File: config.mk
export PLATFORM = sky130hd
export DESIGN_NAME = cursor_sequence_list_top
export DESIGN_NICKNAME = d
export VERILOG_FILES = /design/src/rtl/csl_pkg.sv /design/src/rtl/cursor_sequence_list_top.sv
export VERILOG_INCLUDE_DIRS = /design/src /design/src/rtl
export SDC_FILE = /design/constraint.sdc
export NUM_CORES = 2
export LEC_CHECK = 0
export BUFFER_PORTS_ARGS = -buffer_cell sky130_fd_sc_hd__buf_2
export CAP_MARGIN = 25
export CORE_UTILIZATION = 40
export DETAILED_ROUTE_END_ITERATION = 10
export GPL_TIMING_DRIVEN = 0
export PLACE_DENSITY = 0.65
export REMOVE_ABC_BUFFERS = 1
export SYNTH_ARGS = -nofsm -noshare
export SYNTH_HDL_FRONTEND = slang
export SYNTH_SLANG_ARGS = --single-unit
File: constraint.sdc
create_clock -name clk -period 10.5 [get_ports clk]
set_input_delay 2.1 -clock clk [delete_from_list [all_inputs] [get_ports clk]]
set_output_delay 2.1 -clock clk [all_outputs]
set_load 0.01 [all_outputs]
File: src/rtl/cursor_sequence_list_top_defines.svh
// ----------------------------------------------------------------------------
// Assertion macros for the cursor sequence list
// Shared concurrent assertion forms, clocked on clk and disabled in reset.
// ----------------------------------------------------------------------------
`ifndef CURSOR_SEQUENCE_LIST_TOP_DEFINES_SVH
`define CURSOR_SEQUENCE_LIST_TOP_DEFINES_SVH

// A condition that must hold at every clock edge out of reset.
`define CSL_ASSERT_ALWAYS(lbl, cond) \
  lbl: assert property (@(posedge clk) disable iff (!rst_n) (cond)) \
    else $error("cursor sequence list check failed");

// A condition that must hold in the cycle after a trigger.
`define CSL_ASSERT_NEXT(lbl, trig, cond) \
  lbl: assert property (@(posedge clk) disable iff (!rst_n) (trig) |=> (cond)) \
    else $error("cursor sequence list sequence check failed");

`endif

File: src/rtl/csl_pkg.sv
// ----------------------------------------------------------------------------
// csl_pkg
// Sizes, command and status codes and beat types of the cursor sequence list.
// ----------------------------------------------------------------------------
package csl_pkg;

  localparam int DEPTH       = 64;
  localparam int WORD_BITS   = 32;
  localparam int COUNT_BITS  = 7;
  localparam int ADDR_BITS   = (DEPTH > 1) ? $clog2(DEPTH) : 1;
  localparam int KIND_BITS   = 3;
  localparam int STATUS_BITS = 2;

  localparam logic [KIND_BITS-1:0] KIND_REWIND  = 3'd0;
  localparam logic [KIND_BITS-1:0] KIND_ADVANCE = 3'd1;
  localparam logic [KIND_BITS-1:0] KIND_INSERT  = 3'd2;
  localparam logic [KIND_BITS-1:0] KIND_ATTACH  = 3'd3;
  localparam logic [KIND_BITS-1:0] KIND_REMOVE  = 3'd4;
  localparam logic [KIND_BITS-1:0] KIND_QUERY   = 3'd5;

  localparam logic [STATUS_BITS-1:0] ST_OK         = 2'd0;
  localparam logic [STATUS_BITS-1:0] ST_NO_CURRENT = 2'd1;
  localparam logic [STATUS_BITS-1:0] ST_FULL       = 2'd2;

  typedef struct packed {
    logic [KIND_BITS-1:0] kind;
    logic [WORD_BITS-1:0] entry_value;
  } csl_in_t;

  typedef struct packed {
    logic [STATUS_BITS-1:0] status;
    logic [COUNT_BITS-1:0]  item_count;
    logic                   has_current;
    logic [WORD_BITS-1:0]   current_value;
  } csl_out_t;

endpackage

File: src/rtl/cursor_sequence_list_top.sv
// ----------------------------------------------------------------------------
// cursor_sequence_list_top
// A command that reads the current item runs IDLE, READ, RESP; one that writes
// a new word runs IDLE, PUT, RESP; one that does neither runs IDLE, RESP.
// Insert, attach and remove that move items pass through SHIFT first, one item
// per step, then PUT for insert and attach. One command is in flight; the next
// input beat is taken after the result register loads, later if it is stalled.
// Reset clears count, cursor and the control; the item memory keeps its data.
// ----------------------------------------------------------------------------
`include "cursor_sequence_list_top_defines.svh"

module cursor_sequence_list_top (
  input  logic              clk,
  input  logic              rst_n,
  input  logic              in_valid,
  output logic              in_stall,
  input  csl_pkg::csl_in_t  in_data,
  output logic              out_valid,
  input  logic              out_stall,
  output csl_pkg::csl_out_t out_data
);
  import csl_pkg::*;

  // Sequencer states. A command is decoded in IDLE; SHIFT moves items one
  // place per cycle through the memory; READ fetches the current item;
  // PUT writes a newly placed word; RESP waits for the output register.
  localparam logic [2:0] S_IDLE  = 3'd0;
  localparam logic [2:0] S_SHIFT = 3'd1;
  localparam logic [2:0] S_READ  = 3'd2;
  localparam logic [2:0] S_PUT   = 3'd3;
  localparam logic [2:0] S_RESP  = 3'd4;

  localparam int CW = COUNT_BITS;
  localparam int AW = ADDR_BITS;

  // Item memory: one write and one registered read per cycle.
  logic [WORD_BITS-1:0] mem [DEPTH];
  logic [WORD_BITS-1:0] rdata_r;
  logic [AW-1:0]        mem_raddr;
  logic [AW-1:0]        mem_waddr;
  logic [WORD_BITS-1:0] mem_wdata;
  logic                 mem_we;

  logic [2:0]             state_r, state_nxt;
  logic [CW-1:0]          count_r, count_nxt;
  logic [CW-1:0]          cursor_r, cursor_nxt;
  logic [AW-1:0]          rd_addr_r;
  logic [AW-1:0]          sh_end_r, sh_end_nxt;
  logic                   sh_up_r, sh_up_nxt;
  logic [WORD_BITS-1:0]   value_r, value_nxt;
  logic [WORD_BITS-1:0]   cur_val_r, cur_val_nxt;
  logic [STATUS_BITS-1:0] status_r, status_nxt;
  logic                   out_valid_r, out_valid_nxt;
  csl_out_t               out_data_r, out_data_nxt;

  logic          has_item;
  logic          is_full;
  logic [CW-1:0] pos;
  logic [CW-1:0] cursor_inc;

  assign has_item   = cursor_r < count_r;
  assign is_full    = count_r == CW'(DEPTH);
  assign cursor_inc = cursor_r + CW'(1);

  // The new word lands before the cursor for insert (front when there is no
  // current item) and after it for attach (end when there is none).
  always_comb begin
    if (in_data.kind == KIND_INSERT) begin
      pos = has_item ? cursor_r : '0;
    end else begin
      pos = has_item ? cursor_inc : count_r;
    end
  end

  assign in_stall = (state_r != S_IDLE);

  always_comb begin
    state_nxt     = state_r;
    count_nxt     = count_r;
    cursor_nxt    = cursor_r;
    sh_end_nxt    = sh_end_r;
    sh_up_nxt     = sh_up_r;
    value_nxt     = value_r;
    cur_val_nxt   = cur_val_r;
    status_nxt    = status_r;
    out_valid_nxt = out_valid_r && out_stall;
    out_data_nxt  = out_data_r;
    mem_raddr     = rd_addr_r;
    mem_we        = 1'b0;
    mem_waddr     = cursor_r[AW-1:0];
    mem_wdata     = value_r;

    unique case (state_r)
      S_IDLE: begin
        if (in_valid) begin
          status_nxt = ST_OK;
          value_nxt  = in_data.entry_value;
          unique case (in_data.kind) inside
            KIND_REWIND: begin
              cursor_nxt = '0;
              mem_raddr  = '0;
              state_nxt  = (count_r != '0) ? S_READ : S_RESP;
            end
            KIND_ADVANCE: begin
              if (has_item) begin
                cursor_nxt = cursor_inc;
                if (cursor_inc < count_r) begin
                  mem_raddr = cursor_inc[AW-1:0];
                  state_nxt = S_READ;
                end else begin
                  state_nxt = S_RESP;
                end
              end else begin
                status_nxt = ST_NO_CURRENT;
                state_nxt  = S_RESP;
              end
            end
            KIND_INSERT, KIND_ATTACH: begin
              if (is_full) begin
                // Nothing changes; the current item is still reported.
                status_nxt = ST_FULL;
                mem_raddr  = cursor_r[AW-1:0];
                state_nxt  = has_item ? S_READ : S_RESP;
              end else begin
                cursor_nxt = pos;
                count_nxt  = count_r + CW'(1);
                if (count_r > pos) begin
                  // Move items pos..count-1 up one place, top first.
                  mem_raddr  = AW'(count_r - CW'(1));
                  sh_end_nxt = pos[AW-1:0];
                  sh_up_nxt  = 1'b1;
                  state_nxt  = S_SHIFT;
                end else begin
                  state_nxt = S_PUT;
                end
              end
            end
            KIND_REMOVE: begin
              if (!has_item) begin
                status_nxt = ST_NO_CURRENT;
                state_nxt  = S_RESP;
              end else begin
                count_nxt = count_r - CW'(1);
                if (cursor_inc < count_r) begin
                  // Move items cursor+1..count-1 down one place, bottom first.
                  mem_raddr  = cursor_inc[AW-1:0];
                  sh_end_nxt = AW'(count_r - CW'(1));
                  sh_up_nxt  = 1'b0;
                  state_nxt  = S_SHIFT;
                end else begin
                  state_nxt = S_RESP;
                end
              end
            end
            default: begin
              mem_raddr = cursor_r[AW-1:0];
              state_nxt = has_item ? S_READ : S_RESP;
            end
          endcase
        end
      end
      S_SHIFT: begin
        // The word read last cycle lands one place up or down; reads run
        // ahead of writes, so no entry is read after it is overwritten.
        mem_we    = 1'b1;
        mem_wdata = rdata_r;
        mem_waddr = sh_up_r ? (rd_addr_r + AW'(1)) : (rd_addr_r - AW'(1));
        if (!sh_up_r && (CW'(rd_addr_r) == cursor_inc)) begin
          cur_val_nxt = rdata_r;
        end
        if (rd_addr_r == sh_end_r) begin
          state_nxt = sh_up_r ? S_PUT : S_RESP;
        end else begin
          mem_raddr = sh_up_r ? (rd_addr_r - AW'(1)) : (rd_addr_r + AW'(1));
        end
      end
      S_READ: begin
        cur_val_nxt = rdata_r;
        state_nxt   = S_RESP;
      end
      S_PUT: begin
        mem_we      = 1'b1;
        mem_waddr   = cursor_r[AW-1:0];
        mem_wdata   = value_r;
        cur_val_nxt = value_r;
        state_nxt   = S_RESP;
      end
      S_RESP: begin
        if (!out_valid_r || !out_stall) begin
          out_valid_nxt              = 1'b1;
          out_data_nxt.status        = status_r;
          out_data_nxt.item_count    = count_r;
          out_data_nxt.has_current   = has_item;
          out_data_nxt.current_value = has_item ? cur_val_r : '0;
          state_nxt                  = S_IDLE;
        end
      end
      default: begin
        state_nxt = S_IDLE;
      end
    endcase
  end

  always_ff @(posedge clk) begin
    if (mem_we) begin
      mem[mem_waddr] <= mem_wdata;
    end
    rdata_r <= mem[mem_raddr];
  end

  always_ff @(posedge clk) begin
    if (!rst_n) begin
      state_r     <= S_IDLE;
      count_r     <= '0;
      cursor_r    <= '0;
      out_valid_r <= 1'b0;
    end else begin
      state_r     <= state_nxt;
      count_r     <= count_nxt;
      cursor_r    <= cursor_nxt;
      out_valid_r <= out_valid_nxt;
    end
  end

  always_ff @(posedge clk) begin
    rd_addr_r  <= mem_raddr;
    sh_end_r   <= sh_end_nxt;
    sh_up_r    <= sh_up_nxt;
    value_r    <= value_nxt;
    cur_val_r  <= cur_val_nxt;
    status_r   <= status_nxt;
    out_data_r <= out_data_nxt;
  end

  assign out_valid = out_valid_r;
  assign out_data  = out_data_r;

  // The cursor never passes the count, and the count never passes the depth.
  `CSL_ASSERT_ALWAYS(a_cursor_in_range, cursor_r <= count_r)
  `CSL_ASSERT_ALWAYS(a_count_in_range, count_r <= CW'(DEPTH))
  // An accepted command always takes the sequencer out of the idle state.
  `CSL_ASSERT_NEXT(a_accept_busy, in_valid && !in_stall, state_r != S_IDLE)
  // A response that finds the output free is shown on the next cycle.
  `CSL_ASSERT_NEXT(a_resp_shown, (state_r == S_RESP) && (!out_valid_r || !out_stall),
                   out_valid_r && (state_r == S_IDLE))
  // Without a current item the reported value is zero.
  `CSL_ASSERT_ALWAYS(a_no_current_zero,
                     !out_valid_r || out_data_r.has_current || (out_data_r.current_value == '0))

endmodule
After elaboration in Yosys (flattened, before gate mapping)
Memories as Yosys holds them, arrays and structs flattened. A register that Yosys moved wholly into a read port is not among the register bits.
Cells that the tools add are included.
{"block": "word_totals", "ff_bits": 139, "mem_bits_rw": 2048, "input_bits": 39, "output_inout_bits": 44, "elab_cells": 122, "mem_count": 1}
{"memory": "mem", "depth": 64, "word_bits": 32, "read_ports": 1, "rd_ports_with_merged_regs": 1, "write_ports": 1, "line_no": "cursor_sequence_list_top.sv:37", "source": "logic [WORD_BITS-1:0] mem [DEPTH];"}
{"block": "op_classes", "addsub": 5, "order_cmp": 3, "n_eq_ne": 20, "mux": 55, "n_reduce_logical": 24}
{"operator": "$pmux 32 s3", "count": 1}
{"operator": "$mux 6", "count": 13}
{"operator": "$mux 32", "count": 2}
{"operator": "$mux 7", "count": 7}
{"operator": "$mux 3", "count": 11}
{"operator": "$pmux 3 s4", "count": 2}
{"operator": "$pmux 6 s2", "count": 2}
{"operator": "$pmux 7 s3", "count": 1}
{"operator": "$ne 2x2->1 const B", "count": 9}
{"operator": "$pmux 6 s3", "count": 1}
{"operator": "$add 7x1->7 const B", "count": 2}
{"operator": "$lt 7x7->1", "count": 2}
{"operator": "$pmux 7 s2", "count": 1}
{"operator": "$eq 3x2->1 const B", "count": 4}
{"operator": "$mux 1", "count": 10}
{"operator": "$reduce_and 5->1", "count": 2}
{"operator": "$reduce_bool 3->1", "count": 3}
{"operator": "$reduce_or 2->1", "count": 4}
{"operator": "$eq 6x7->1", "count": 1}
{"operator": "$eq 7x7->1 const B", "count": 1}
{"operator": "$gt 7x7->1", "count": 1}
{"operator": "$reduce_and 7->1", "count": 1}
{"operator": "$reduce_bool 7->1", "count": 1}
{"operator": "$sub 7x1->7 const B", "count": 1}
{"operator": "other kinds (15)", "count": 24}

Depth between registers and ports, before layout
{"block": "logic_depth", "ltp_word": 9, "ltp_mapped": 31, "mapped_depth_nobuf": 23}

Least setup slack after synthesis
Ideal clock, no wire load.
{"block": "synth_timing", "path_type": "input to register", "start": "in in_data[32] (netlist bit)", "end": "reg rdata_r[30], read port of mem", "setup_time_ns": 0.088, "t_arrival_ns": 6.231, "required_time_ns": 10.412, "path_slack_ns": 4.181, "cell_stages": 22, "n_path_buf": 6, "cell_sequence": "buf_2 > or3b_4 > buf_6 > a22oi_1 > inv_1 > ha_1 > nand2b_1 > nand3_1 > a41oi_1 > mux2_2 > or4_1 > buf_2 > a2111oi_1 > a2111oi_2 > buf_4 > buf_2 > buf_2 > mux2i_1 > a32oi_1 > nand3_1 > a211o_1 > nor4_2"}
{"block": "synth_via", "elab_chain_len": 8, "elab_cells_between_ends": 14, "cone_classes": "1 x order compare; 4 x eq/ne; 6 x mux; 3 x reduce/logical"}
{"element": "start, declared", "line_no": "cursor_sequence_list_top.sv:17", "source": "input csl_pkg::csl_in_t in_data,"}
{"element": "$eq 3x2->1", "line_no": "cursor_sequence_list_top.sv:68", "source": "if (in_data.kind == KIND_INSERT) begin"}
{"element": "$mux 7", "line_no": "cursor_sequence_list_top.sv:68"}
{"element": "$gt 7x7->1", "line_no": "cursor_sequence_list_top.sv:127", "source": "if (count_r > pos) begin"}
{"element": "$mux 6", "line_no": "cursor_sequence_list_top.sv:127"}
{"element": "$mux 6", "line_no": "cursor_sequence_list_top.sv:119", "source": "if (is_full) begin"}
{"element": "$pmux 6 s3 (*)", "line_no": "cursor_sequence_list_top.sv:98", "source": "unique case (in_data.kind) inside"}
{"element": "$mux 6 (*)", "line_no": "cursor_sequence_list_top.sv:95", "source": "if (in_valid) begin"}
{"element": "$pmux 6 s2 (*)", "line_no": "cursor_sequence_list_top.sv:93", "source": "unique case (state_r)"}
{"element": "end, declared", "line_no": "cursor_sequence_list_top.sv:38", "source": "logic [WORD_BITS-1:0] rdata_r;"}
Mark *: on every way between the ends. The rest lies on a longest branch, timed or not.
A chain may end at the register's enable or synchronous reset.

Final worst setup path
{"block": "layout_timing", "start": "reg count_r[2]", "end": "reg rdata_r[22], read port of mem"}
{"block": "layout_via", "elab_chain_len": 9, "elab_cells_between_ends": 15, "cone_classes": "1 x add/sub; 3 x order compare; 1 x eq/ne; 10 x mux"}
{"element": "start, declared", "line_no": "cursor_sequence_list_top.sv:45", "source": "logic [CW-1:0] count_r, count_nxt;"}
{"element": "start signal, assigned", "line_no": "cursor_sequence_list_top.sv:219", "source": "count_r <= count_nxt;"}
{"element": "$lt 7x7->1", "line_no": "cursor_sequence_list_top.sv:61", "source": "assign has_item = cursor_r < count_r;"}
{"element": "$mux 7 (on tied branches)", "line_no": "cursor_sequence_list_top.sv:71, cursor_sequence_list_top.sv:69"}
{"element": "$mux 7", "line_no": "cursor_sequence_list_top.sv:68"}
{"element": "$gt 7x7->1", "line_no": "cursor_sequence_list_top.sv:127"}
{"element": "$mux 6", "line_no": "cursor_sequence_list_top.sv:127"}
{"element": "$mux 6", "line_no": "cursor_sequence_list_top.sv:119"}
{"element": "$pmux 6 s3 (*)", "line_no": "cursor_sequence_list_top.sv:98"}
{"element": "$mux 6 (*)", "line_no": "cursor_sequence_list_top.sv:95"}
{"element": "$pmux 6 s2 (*)", "line_no": "cursor_sequence_list_top.sv:93"}
Marks and branches as above.

==> reports/metrics.yaml <==
power_and_ir_drop:
  power.internal_mw: 18.91
  total_power_mw: 30.50
  p_seq_frac: 0.372
  clkPwrFrac: 0.237
  switchingPower_mw: 11.59
  p_leak_nw: 34.73
  combPwrFrac: 0.391
  power.density_mw_per_mm2: 299.0
  vdd_drop_max_mv: 0.2739
  swShare: 0.3800
clocking:
  htreeDepth: 4
  cts_tree: "yes"
  postCtsHoldBufs: 0
  cts_made_buffers: 206
  root_buffer: "clkbuf_16"
  clkSinkCount: 2219
  clock_latency_ns: 0.84
  clock_path_buffers: 3
  clkTransAtPathRegs_ns: 0.06
timing:
  finClkSkew_ns: 0.02654
  slew_headroom: 0.1876
  rsz0062_at_grt: "false"
  period_needed_ns: 10.14
  worst_pin_slew_ns: 1.219
  drv_slew: 0
  holdWs_ns: 0.4209
  finalCritPeriodShare: 0.9661
  max_freq_mhz: 98.58
  finalSetupViolCount: 0
  hold_viol_final: 0
cells_and_area:
  num-fill-cells: 18314
  drive_gt1_frac: 0.1201
  area_growth_pct: 16.18
  multi_input_area_mm2: 0.02070
  seq_area_mm2: 0.06607
  num-nets-final: 6837
  utilization: 0.4689
logic_synthesis:
  synth_edf_count: 2163
  syn-cell-area_mm2: 0.08782
  yosysWarnings: 0
  ys.flop_type: "edfxtp_1"
  synthCells: 6615
  synth_most_common_cell: "edfxtp_1"
  synth-seq-cells: 2219
  yosys-top-cells-area: "edfxtp_1 74%, nand2_1 8.3%, nand3_1 4.5%, mux2i_1 1.6%, a21oi_1 1.6%"
  synth_common_cells: "2163 x edfxtp_1, 1946 x nand2_1, 781 x nand3_1"
  yosysSeqAreaShare: 0.7524
  async_reset_ff_frac: 0
  synth_top_cell_by_area: "edfxtp_1"
  synth_top_area_frac: 0.7396
  synth.avg_cell_area_um2: 13.28
  synth_cell_type_count: 74
setup_path:
  cp.arrival_ns: 10.90
  cp_data_required_time_ns: 11.26
  startpoint: "count_r[2]"
  timing.rr.start: "count_r[2]"
  cp_max_fo: 141
  rr_worst_depth: 35
  endpoint_kind: "flop"
  critPathKind: "flop to flop"
  critPathLaunchType: "flop"
  cpMostUsedCell: "buf_6"
  r2r_slack_ns: 0.36
  max_stage_delay_ns: 0.95
  critical-path-slowest-cell: "nor4_2"
  r2r-end: "rdata_r[22]"
floorplan:
  die_area_mm2: 0.2214
  core_area_mm2: 0.2176
  rows: 171
  ios: 83
  start_util: 0.4036
  die_h_um: 470.6
  fp.dieW_um: 470.6
placement:
  dp_hpwl_mm: 153.4
  gp_congestion: 0.8224
  port_buffers: 82
global_routing:
  grt_pass1_wl_mm: 356.4
  grtUsageTotal: 0.2168
  grt_pass1_vias: 53334
  grt_max_degree: 152
  antenna_found_initial: 15
  globalRouteOverflowTotal: 0
run_status:
  status: "complete, no violations"
route:
  firstDrtPassIters: 6
  wl_mm: 245.7
  drc_errors: 0
  num_vias: 56380
  vias_per_cell: 5.748
  wl_per_cell_um: 25.05
  ant_nets: 0
  drtIter0Drc: 7298
hold_path:
  hold_path_end: "out_data[41]"
  hold_depth: 0
  hp-class: "flop to flop"
  hold_start: "status_r[1]"
flow_run:
  cap_violations: 0
==> layout by cell type (no fill, tap or decap), types with 40 or more instances in the layout <==
master | synthesis | layout
edfxtp_1 | 2163 | 2163
nand2_1 | 1946 | 1906
nand3_1 | 781 | 779
a21oi_1 | 273 | 272
clkbuf_16 | 0 | 214
mux2i_1 | 144 | 144
a31oi_1 | 138 | 138
a32oi_1 | 134 | 134
buf_12 | 0 | 116
buf_2 | 195 | 102
nor4_1 | 98 | 77
nor2_4 | 0 | 69
buf_6 | 3 | 67
dfxtp_1 | 56 | 56
clkbuf_1 | 158 | 55
clkinv_1 | 1 | 51
nor2_1 | 112 | 45
and2_1 | 45 | 45
nand2_2 | 0 | 40
==> kinds of logic (layout without fill, tap and decap cells) <==
logic type | count (synthesis) | count (layout) | share of synthesized area
AO/OA/AOI/OAI | 649 | 650 | 0.04837
buffers and inverters | 433 | 768 | 0.02184
adder cells (fa/ha/maj) | 22 | 22 | 0.003134
AND/OR/NAND/NOR | 3077 | 3077 | 0.1497
XOR/XNOR | 36 | 36 | 0.003676
flip-flops | 2219 | 2219 | 0.7524
other | 0 | 3 | 0
multiplexers | 179 | 179 | 0.02090
==> critical path: cells and delay by family (launching register included) <==
| kind | cells | cell delay, ns |
|---|---|---|
| buf+inv | 15 | 3.19 |
| mux | 1 | 0.32 |
| compound gates | 10 | 2.62 |
| flops | 1 | 0.65 |
| fa+ha+maj | 2 | 0.57 |
| simple gates | 7 | 2.30 |
==> what timing repair did <==
action	in CTS	in global routing
resized for setup	1	5
pin swaps	0	1
setup buffers	0	0
gates cloned	0	2
endpoints found under the setup margin	1	15
==> worst max path at each step <==
stage                   to  slack, ns  depth (start not counted)
6_report       rdata_r[22]       0.36                         35
2_1_floorplan   rdata_r[0]    -146.91                         18
4_1_cts        rdata_r[12]       0.06                         35
3_3_place_gp   rdata_r[18]    -375.21                         21
3_5_place_dp   rdata_r[18]      -0.41                         31
5_1_grt        rdata_r[22]       0.07                         35
==> sequential cells by signal, indices dropped and copies added (netlist names) <==
register   cells
mem         2048
out_data      42
cur_val_r     32
rdata_r       32
value_r       32
count_r        7
cursor_r       7
rd_addr_r      6
sh_end_r       6
state_r        3
status_r       2
out_valid      1
sh_up_r        1
==> power by group through the flow <==
stage / registers, mW / clock network, mW / logic (mW)
finish: 11.4 / 7.24 / 11.9
CTS: 11.3 / 7.28 / 11.7
global placement: 11.7 / 0 / 7.14
detailed placement: 11.5 / 0 / 11.6
global route: 11.4 / 7.64 / 12.8
floorplan: 11.5 / 0 / 5.21
==> per-stage QoR <==
stage               setup WS (ns)  setup TNS [ns]  instances  area (um^2)
global route              0.07018               0       9806       102000
floorplan                 -146.91        -4867.06       6207        85990
finish                     0.3556               0       9808       102000
CTS                       0.05615               0       9801       101900
detailed placement        -0.4134          -1.061       9418        95510
global placement          -375.21               -       9143        89980
==> metal layers <==
metal  routed length (um)  track usage  up-vias  share of wire
li1                     -            -    24671              -
met1                96660       0.2968    28116           0.39
met2               114200       0.3427     3036           0.46
met3                25830      0.04366      553           0.11
met4                 8916      0.07664        4          0.036
met5                   54            0        -        0.00022
==> layout make-up <==
type	instances	share of cell area
clock inverter	112	0.008290
timing repair buffer	360	0.05037
tap	2854	0.03500
antenna	3	0.00007358
sequential	2219	0.6476
clock buffer	271	0.05467
inverter	25	0.001079
multi-input combinational	3964	0.2029
Note: power is estimated with default switching activity, not from simulation.
